`config.mk`:
```
export PLATFORM = sky130hd
export DESIGN_NAME = compass_heading_from_mag_top
export DESIGN_NICKNAME = d
export VERILOG_FILES = /design/src/rtl/chm_pkg.sv /design/src/rtl/compass_heading_from_mag_top.sv /design/src/rtl/chm_prep.sv /design/src/rtl/chm_cordic_cell.sv /design/src/rtl/chm_post.sv
export SDC_FILE = /design/constraint.sdc
export NUM_CORES = 2
export LEC_CHECK = 0
export ABC_CLOCK_PERIOD_IN_PS = 15200
export BUFFER_PORTS_ARGS = -buffer_cell sky130_fd_sc_hd__clkbuf_2
export CORE_MARGIN = 2
export CORE_UTILIZATION = 40
export DETAILED_ROUTE_END_ITERATION = 8
export PLACE_DENSITY = 0.58
export SLEW_MARGIN = 20
export SYNTH_ARGS = -nofsm -noshare
export SYNTH_HDL_FRONTEND = slang
export SYNTH_SLANG_ARGS = --single-unit
```
`constraint.sdc`:
```
create_clock -name clk_i -period 15.2 [get_ports clk_i]
set_clock_uncertainty 0.2 [all_clocks]
set_input_delay 3.04 -clock clk_i [delete_from_list [all_inputs] [get_ports clk_i]]
set_output_delay 3.04 -clock clk_i [all_outputs]
set_load 0.02 [all_outputs]
```
`src/rtl/chm_pkg.sv`:
```
// Shared types, constants and the arctangent table for the compass heading block.
`timescale 1ns / 1ps
`default_nettype none

package chm_pkg;

  // Field and register widths.
  localparam int RAW_W     = 16;
  localparam int OFF_W     = 17;
  localparam int DECL_W    = 12;
  localparam int HEAD_W    = 15;
  localparam int CFG_IDX_W = 2;

  // Offset-corrected axis value: 2*raw - offset_sum, signed.
  localparam int CX_W      = OFF_W + 1;
  // Fraction bits added before the rotations.
  localparam int PRE_SHIFT = 8;
  // Vector datapath width, with headroom for the CORDIC gain and pre-rotation.
  localparam int XW        = 29;
  // Angle accumulator width, in 1/65536 degree.
  localparam int ZW        = 26;

  // Angle conversion from 1/65536 degree to 1/64 degree, rounding half up.
  localparam int ROUND_SHIFT = 10;
  localparam int ROUND_HALF  = 512;

  // Rotation count limits and default.
  localparam int ATAN_LEN          = 24;
  localparam int CORDIC_STAGES_DEF = 16;

  // Angle constants.
  localparam int QUARTER_Z   = 5898240;
  localparam int FULL_CIRCLE = 23040;

  // Configuration register indexes.
  localparam logic [CFG_IDX_W-1:0] CFG_OFF_X = 2'd0;
  localparam logic [CFG_IDX_W-1:0] CFG_OFF_Y = 2'd1;
  localparam logic [CFG_IDX_W-1:0] CFG_DECL  = 2'd2;

  // One vector in flight through the rotation chain.
  typedef struct packed {
    logic signed [XW-1:0] x;
    logic signed [XW-1:0] y;
    logic signed [ZW-1:0] z;
    logic                 err;
  } chm_vec_t;

  // atan(2^-i) in 1/65536 degree, rounded to nearest.
  function automatic logic signed [ZW-1:0] atan_q16(input int idx);
    logic signed [ZW-1:0] val;
    unique case (idx)
      0:       val = ZW'(2949120);
      1:       val = ZW'(1740967);
      2:       val = ZW'(919879);
      3:       val = ZW'(466945);
      4:       val = ZW'(234379);
      5:       val = ZW'(117304);
      6:       val = ZW'(58666);
      7:       val = ZW'(29335);
      8:       val = ZW'(14668);
      9:       val = ZW'(7334);
      10:      val = ZW'(3667);
      11:      val = ZW'(1833);
      12:      val = ZW'(917);
      13:      val = ZW'(458);
      14:      val = ZW'(229);
      15:      val = ZW'(115);
      16:      val = ZW'(57);
      17:      val = ZW'(29);
      18:      val = ZW'(14);
      19:      val = ZW'(7);
      20:      val = ZW'(4);
      21:      val = ZW'(2);
      22:      val = ZW'(1);
      default: val = '0;
    endcase
    return val;
  endfunction

endpackage

`default_nettype wire

```
`src/rtl/compass_heading_from_mag_top.sv`:
```
// Registers in order: chm_prep, the CORDIC_STAGES rotation cells, chm_post.
// Throughput: one beat per cycle while m_axis_tready is high; every stage is
// a register with its own valid bit, so bubbles close up and a held result
// stalls only what is behind. Reset clears all valid bits, sets both offset
// sums to 65536 and declination to 0. Payload registers are not reset.
`timescale 1ns / 1ps
`default_nettype none

module compass_heading_from_mag_top #(
  parameter int CORDIC_STAGES = chm_pkg::CORDIC_STAGES_DEF
) (
  input  wire logic                          clk_i,
  input  wire logic                          rst_ni,
  // Slave side: tdata = raw_x [15:0], raw_y [31:16].
  input  wire logic                          s_axis_tvalid,
  output logic                               s_axis_tready,
  input  wire logic [31:0]                   s_axis_tdata,
  // Master side: tdata = heading [14:0], zero fill [15].
  output logic                               m_axis_tvalid,
  input  wire logic                          m_axis_tready,
  output logic [15:0]                        m_axis_tdata,
  // Master side: tuser = zero_axis_error [0].
  output logic                               m_axis_tuser,
  // Configuration write port.
  input  wire logic                          cfg_we_i,
  input  wire logic [chm_pkg::CFG_IDX_W-1:0] cfg_addr_i,
  input  wire logic [chm_pkg::OFF_W-1:0]     cfg_wdata_i
);
  import chm_pkg::*;

  logic [OFF_W-1:0]         off_x_q;
  logic [OFF_W-1:0]         off_y_q;
  logic signed [DECL_W-1:0] decl_q;

  chm_vec_t vec   [0:CORDIC_STAGES];
  logic     vld   [0:CORDIC_STAGES];
  logic     rdy   [0:CORDIC_STAGES];

  logic [HEAD_W-1:0] heading;

  // Configuration registers.
  always_ff @(posedge clk_i or negedge rst_ni) begin
    if (!rst_ni) begin
      off_x_q <= OFF_W'(65536);
      off_y_q <= OFF_W'(65536);
      decl_q  <= '0;
    end else if (cfg_we_i) begin
      unique case (cfg_addr_i)
        CFG_OFF_X: off_x_q <= cfg_wdata_i;
        CFG_OFF_Y: off_y_q <= cfg_wdata_i;
        CFG_DECL:  decl_q  <= cfg_wdata_i[DECL_W-1:0];
        default:   ;
      endcase
    end
  end

  // Offset removal and pre-rotation.
  chm_prep u_prep (
    .clk_i       (clk_i),
    .rst_ni      (rst_ni),
    .in_valid_i  (s_axis_tvalid),
    .in_ready_o  (s_axis_tready),
    .raw_x_i     (s_axis_tdata[RAW_W-1:0]),
    .raw_y_i     (s_axis_tdata[2*RAW_W-1:RAW_W]),
    .off_x_i     (off_x_q),
    .off_y_i     (off_y_q),
    .out_valid_o (vld[0]),
    .out_ready_i (rdy[0]),
    .out_vec_o   (vec[0])
  );

  // Chain of rotation cells.
  for (genvar g = 0; g < CORDIC_STAGES; g++) begin : g_cell
    chm_cordic_cell #(
      .STAGE (g)
    ) u_cell (
      .clk_i       (clk_i),
      .rst_ni      (rst_ni),
      .in_valid_i  (vld[g]),
      .in_ready_o  (rdy[g]),
      .in_vec_i    (vec[g]),
      .out_valid_o (vld[g+1]),
      .out_ready_i (rdy[g+1]),
      .out_vec_o   (vec[g+1])
    );
  end

  // Rounding, declination and wrap; holds the result beat.
  chm_post u_post (
    .clk_i       (clk_i),
    .rst_ni      (rst_ni),
    .in_valid_i  (vld[CORDIC_STAGES]),
    .in_ready_o  (rdy[CORDIC_STAGES]),
    .in_vec_i    (vec[CORDIC_STAGES]),
    .decl_i      (decl_q),
    .out_valid_o (m_axis_tvalid),
    .out_ready_i (m_axis_tready),
    .heading_o   (heading),
    .err_o       (m_axis_tuser)
  );

  assign m_axis_tdata = {1'b0, heading};

endmodule

`default_nettype wire

```
`src/rtl/chm_prep.sv`:
```
// Input stage: offset removal, scaling and quadrant pre-rotation.
`timescale 1ns / 1ps
`default_nettype none

module chm_prep (
  input  wire logic                        clk_i,
  input  wire logic                        rst_ni,
  input  wire logic                        in_valid_i,
  output logic                             in_ready_o,
  input  wire logic [chm_pkg::RAW_W-1:0]   raw_x_i,
  input  wire logic [chm_pkg::RAW_W-1:0]   raw_y_i,
  input  wire logic [chm_pkg::OFF_W-1:0]   off_x_i,
  input  wire logic [chm_pkg::OFF_W-1:0]   off_y_i,
  output logic                             out_valid_o,
  input  wire logic                        out_ready_i,
  output chm_pkg::chm_vec_t                out_vec_o
);
  import chm_pkg::*;

  logic signed [CX_W-1:0] cx;
  logic signed [CX_W-1:0] cy;
  logic signed [XW-1:0]   xs;
  logic signed [XW-1:0]   ys;
  chm_vec_t               vec_d;
  chm_vec_t               vec_q;
  logic                   valid_q;

  // Offset-corrected axes, exact in CX_W bits.
  assign cx = $signed({1'b0, raw_x_i, 1'b0}) - $signed({1'b0, off_x_i});
  assign cy = $signed({1'b0, raw_y_i, 1'b0}) - $signed({1'b0, off_y_i});

  // Sign-extend and add fraction bits.
  assign xs = {{(XW-CX_W-PRE_SHIFT){cx[CX_W-1]}}, cx, {PRE_SHIFT{1'b0}}};
  assign ys = {{(XW-CX_W-PRE_SHIFT){cy[CX_W-1]}}, cy, {PRE_SHIFT{1'b0}}};

  // Flag a zero axis and bring left-half vectors into the right half plane.
  always_comb begin
    vec_d.err = (cx == '0) || (cy == '0);
    if (xs < 0) begin
      if (ys > 0) begin
        vec_d.x = ys;
        vec_d.y = -xs;
        vec_d.z = ZW'(QUARTER_Z);
      end else begin
        vec_d.x = -ys;
        vec_d.y = xs;
        vec_d.z = -ZW'(QUARTER_Z);
      end
    end else begin
      vec_d.x = xs;
      vec_d.y = ys;
      vec_d.z = '0;
    end
  end

  // The stage takes a beat when it is empty or its content moves on.
  assign in_ready_o = ~valid_q | out_ready_i;

  always_ff @(posedge clk_i or negedge rst_ni) begin
    if (!rst_ni) begin
      valid_q <= 1'b0;
    end else if (in_ready_o) begin
      valid_q <= in_valid_i;
    end
  end

  always_ff @(posedge clk_i) begin
    if (in_ready_o && in_valid_i) begin
      vec_q <= vec_d;
    end
  end

  assign out_valid_o = valid_q;
  assign out_vec_o   = vec_q;

endmodule

`default_nettype wire

```
`src/rtl/chm_cordic_cell.sv`:
```
// One CORDIC vectoring rotation with its own pipeline register.
`timescale 1ns / 1ps
`default_nettype none

module chm_cordic_cell #(
  parameter int STAGE = 0
) (
  input  wire logic              clk_i,
  input  wire logic              rst_ni,
  input  wire logic              in_valid_i,
  output logic                   in_ready_o,
  input  wire chm_pkg::chm_vec_t in_vec_i,
  output logic                   out_valid_o,
  input  wire logic              out_ready_i,
  output chm_pkg::chm_vec_t      out_vec_o
);
  import chm_pkg::*;

  logic signed [XW-1:0] dx;
  logic signed [XW-1:0] dy;
  chm_vec_t             vec_d;
  chm_vec_t             vec_q;
  logic                 valid_q;

  // Arithmetic shifts round toward minus infinity.
  assign dx = in_vec_i.y >>> STAGE;
  assign dy = in_vec_i.x >>> STAGE;

  // Rotate toward the x axis and accumulate the angle.
  always_comb begin
    vec_d.err = in_vec_i.err;
    if (in_vec_i.y > 0) begin
      vec_d.x = in_vec_i.x + dx;
      vec_d.y = in_vec_i.y - dy;
      vec_d.z = in_vec_i.z + atan_q16(STAGE);
    end else begin
      vec_d.x = in_vec_i.x - dx;
      vec_d.y = in_vec_i.y + dy;
      vec_d.z = in_vec_i.z - atan_q16(STAGE);
    end
  end

  // Local handshake: take a beat when empty or when the content moves on.
  assign in_ready_o = ~valid_q | out_ready_i;

  always_ff @(posedge clk_i or negedge rst_ni) begin
    if (!rst_ni) begin
      valid_q <= 1'b0;
    end else if (in_ready_o) begin
      valid_q <= in_valid_i;
    end
  end

  always_ff @(posedge clk_i) begin
    if (in_ready_o && in_valid_i) begin
      vec_q <= vec_d;
    end
  end

  assign out_valid_o = valid_q;
  assign out_vec_o   = vec_q;

endmodule

`default_nettype wire

```
`src/rtl/chm_post.sv`:
```
// Output stage: angle rounding, declination, wrap to [0, 360) degrees.
`timescale 1ns / 1ps
`default_nettype none

module chm_post (
  input  wire logic                             clk_i,
  input  wire logic                             rst_ni,
  input  wire logic                             in_valid_i,
  output logic                                  in_ready_o,
  input  wire chm_pkg::chm_vec_t                in_vec_i,
  input  wire logic signed [chm_pkg::DECL_W-1:0] decl_i,
  output logic                                  out_valid_o,
  input  wire logic                             out_ready_i,
  output logic [chm_pkg::HEAD_W-1:0]            heading_o,
  output logic                                  err_o
);
  import chm_pkg::*;

  localparam int HW = ZW - ROUND_SHIFT + 1;
  localparam logic signed [HW-1:0] FULL_H = HW'(FULL_CIRCLE);

  logic signed [ZW-1:0]                zr;
  logic signed [ZW-ROUND_SHIFT-1:0]    hr;
  logic signed [HW-1:0]                hd;
  logic signed [HW-1:0]                hw;
  logic signed [HW-1:0]                hf;
  logic [HEAD_W-1:0]                   heading_d;
  logic [HEAD_W-1:0]                   heading_q;
  logic                                err_q;
  logic                                valid_q;

  // Round to 1/64 degree, half up.
  assign zr = in_vec_i.z + ZW'(ROUND_HALF);
  assign hr = zr[ZW-1:ROUND_SHIFT];

  // Add declination and wrap into one turn; a zero-axis flag forces heading 0.
  always_comb begin
    hd = {hr[ZW-ROUND_SHIFT-1], hr} + {{(HW-DECL_W){decl_i[DECL_W-1]}}, decl_i};
    hw = (hd < 0) ? hd + FULL_H : hd;
    if (hw < 0) begin
      hw = '0;
    end
    hf = (hw >= FULL_H) ? hw - FULL_H : hw;
    heading_d = in_vec_i.err ? '0 : hf[HEAD_W-1:0];
  end

  // This register is the output register of the block.
  assign in_ready_o = ~valid_q | out_ready_i;

  always_ff @(posedge clk_i or negedge rst_ni) begin
    if (!rst_ni) begin
      valid_q <= 1'b0;
    end else if (in_ready_o) begin
      valid_q <= in_valid_i;
    end
  end

  always_ff @(posedge clk_i) begin
    if (in_ready_o && in_valid_i) begin
      heading_q <= heading_d;
      err_q     <= in_vec_i.err;
    end
  end

  assign out_valid_o = valid_q;
  assign heading_o   = heading_q;
  assign err_o       = err_q;

endmodule

`default_nettype wire
```
==> summary.md <==
| Metric | Value |
|---|---|
| Status | `finished, final reports clean` |
| Share of the yosys chip area belonging to registers | `0.366` |
| IO buf count | `73` |
| Post-CTS Setup Repair Bufs | `0` |
| Die Width | `515 um` |
| First-pass DRT Iterations | `6` |
| Final WL | `281000 um` |
| Crit path capture type | `output pin` |
| H-tree Lvls | `4` |
| CTS Root Cell | `clkbuf_16` |
| CTS Buf Count | `155` |
| Die height | `515 um` |
| Via count | `81200` |
| Final Slew Violations | `0` |
| Synthesized area per cell | `9.69 um^2` |
| Period utilization | `0.607` |
| Share of the synthesized area in the top cell type | `0.351` |
| Vias in the first global route | `78900` |
| Setup tns final | `0 ns` |
| HP Class | `reg2reg` |
| Max_slew headroom | `0.215` |
| Crit path largest cell delay | `0.68 ns` |
| Peak Freq | `0.108 GHz` |
| 1st-iter DRT viols | `6060` |
| Worst path bufs/invs | `2` |
| Area contributors post-synth | `edfxtp_1 35%, ha_1 14%, xnor2_1 8.8%` |
| Ordered cell list for the critical path | `clkbuf_2 -> nor2b_1 -> nand3_1 -> nor2_1 -> nand2_1 -> nor3_1 -> nand2_1 -> nor2_1 -> nand4_1 -> clkbuf_2` |
| Area Overhead vs Synth | `9.50%` |
| DR WL/cell | `19.5 um` |
| RSZ-0062 raised after global routing | `false` |
| RR Startpoint | `g_cell[4].u_cell.out_vec_o[34]` |
| Share of cells above drive strength 1 | `0.0559` |
| Yosys reg bits | `1283` |
| # Max-Cap Violations | `0` |
| Clock transition at the registers of the reported paths | `0.06 ns` |
| Post_cts resized | `0` |
| Async SR Flop Fraction | `0.0499` |
| CP startpoint kind | `primary input` |
| Number of flops mapped to enable cells by yosys | `1219` |
| Starting Density | `0.402` |
| DIE AREA | `265000 um^2` |
| Core area | `260000 um^2` |
| Main synth FF type | `edfxtp_1` |
| Leading area contributor after synthesis | `edfxtp_1` |
| TritonCTS Sinks | `1283` |
| Crit path DAT | `5.99 ns` |
| Row count | `187` |
| Final ANT Viol Nets | `0` |
| Worst EP required | `11.96 ns` |
| Post-DP HPWL | `223000 um` |
| Largest net degree at the start of global routing | `81` |
| Later-pin clock latency in the skew report | `0.81 ns` |
| Antenna violations before repair | `13` |
| IO Pins | `75` |
| Worst Setup Path Type | `in2out` |
| Fin. Hold Viols | `0` |
| GRT Total Usage | `0.208` |
| Number of setup violations in the final report | `0` |
| Post-Syn Area | `104000 um^2` |
| Slowest cell on the critical path | `nor3_1` |
| Clock buffer depth | `3` |
| DRC Markers | `0` |
| Post-CTS Hold Buffers | `0` |
| Synth warn | `0` |
| Total grt overflow | `0` |
| Final min period | `9.23 ns` |
| Global-route wire length before repair | `441000 um` |
| DR vias/cell | `5.62` |
| Nets | `12200` |
| Netlist cell types | `106` |
| Worst-margin pin slew | `1.16 ns` |
| Crit path from | `m_axis_tready` |
| Max Fanout on Critical Path | `5` |
| CTS tree | `done` |
| GPL Wtd Cong | `0.917` |
| Hold path startpoint | `g_cell[14].u_cell.out_vec_o[0]` |
| CP delay by family, top | `simple AND/OR/NAND/NOR gates` |
| Synth Instances | `10800` |
-- cells in the mapped netlist, types with 38 or more instances --
| cell | number |
|---|---|
| a21oi_1 | 907 |
| nand2_1 | 606 |
| nor4_1 | 100 |
| or3_1 | 113 |
| o21bai_1 | 183 |
| or2_2 | 80 |
| and3_1 | 103 |
| a31oi_1 | 80 |
| nand2b_1 | 148 |
| o41ai_1 | 73 |
| mux2_2 | 50 |
| clkbuf_1 | 136 |
| xor2_1 | 474 |
| a21o_1 | 381 |
| nor2b_1 | 144 |
| o21a_1 | 155 |
| nand3_1 | 199 |
| nor2_1 | 904 |
| o211ai_1 | 45 |
| and2_1 | 59 |
| or4_1 | 50 |
| nor3_1 | 302 |
| ha_1 | 1193 |
| o21ai_0 | 646 |
| inv_1 | 505 |
| dfrtp_1 | 62 |
| fa_1 | 38 |
| o31ai_1 | 139 |
| a211oi_1 | 78 |
| xnor2_1 | 1044 |
| edfxtp_1 | 1219 |
| nand4_1 | 53 |
-- cell usage in the layout (no fill, tap or decap), drive strengths merged, types with 62 or more instances in the layout --
master  Yosys  final
a21o      381    381
inv       508    520
o31ai     140    140
nand2     606    606
and3      103    103
xnor2    1044   1044
xor2      474    474
nor2b     144    144
nand2b    148    148
a21oi     916    916
or3       114    114
dfrtp      62     62
o21ai     658    658
o21a      155    155
nor2      904    904
nor4      102    102
nand3     200    200
ha       1193   1193
nor3      302    302
a31oi      81     81
o21bai    183    183
o41ai      75     75
a211oi     79     79
edfxtp   1219   1219
clkbuf    136    258
or2        83     83
-- state kept, by name (all words and copies together) (netlist names) --
register and count:
decl_q 12, g_cell.u_cell.out_valid_o 16, g_cell.u_cell.out_vec_o 1157, off_x_q 17, off_y_q 17, u_post.err_o 1, u_post.heading_o 15, u_post.out_valid_o 1
u_prep.out_valid_o 1, u_prep.out_vec_o 46
-- path summary, 6_finish.rpt --
kind / end / slack [ns] / depth (start not counted)
max in group asynchronous: g_cell[8].u_cell.out_valid_o / 12.09 / 1
min: g_cell[15].u_cell.out_vec_o[0] / 0.22 / 0
min in group asynchronous: u_post.out_valid_o / 2.13 / 1
max: s_axis_tready / 5.97 / 10
min reg2reg: g_cell[15].u_cell.out_vec_o[0] / 0.22 / 0
max reg2reg: g_cell[5].u_cell.out_vec_o[54] / 7.47 / 25
-- metrics by stage --
stage / instance area, um^2 / setup slack, ns / hold WS [ns] / instances / util
after global routing: 114000 / 5.75 / 0.221 / 14400 / 0.440
after CTS: 114000 / 5.93 / 0.218 / 14400 / 0.440
after detailed placement: 109000 / 5.94 / 0.206 / 14200 / 0.420
after floorplan: 104000 / 4.58 / 0.200 / 10800 / -
final: 114000 / 5.97 / 0.218 / 14400 / 0.440
after global placement: 109000 / 5.88 / 0.204 / 14200 / 0.420
-- logic make-up after synthesis --
group                      share of synthesized area
AOI/OAI and AO/OA                              0.187
xor gates and xnor gates                       0.127
adders and majority gates                      0.150
buffers and inverters                         0.0243
DFF                                            0.366
muxes                                        0.00869
other                                      0.0000359
and+or+nand+nor                                0.137
-- layout make-up --
class | instances | area [um^2]
clock inverters | 97 | 1230
fillers | 24700 | 145000
diodes | 6 | 15.0
repair buffers | 130 | 796
multi-input cells | 8824 | 63900
well taps | 3402 | 4260
flip-flops and latches | 1283 | 38200
clock buffers | 186 | 4040
inverters | 513 | 1930
-- routing by layer --
layer,track usage,vias up,share of wire
met2,0.351,1765,0.47
met3,0.0225,415,0.040
li1,-,40200,-
met1,0.277,38800,0.46
met4,0.0661,0,0.032
met5,0,-,0
Power is left out: the tool's default activity adds up to more than one toggle a clock period on the data nets, which glitch-free logic cannot reach.
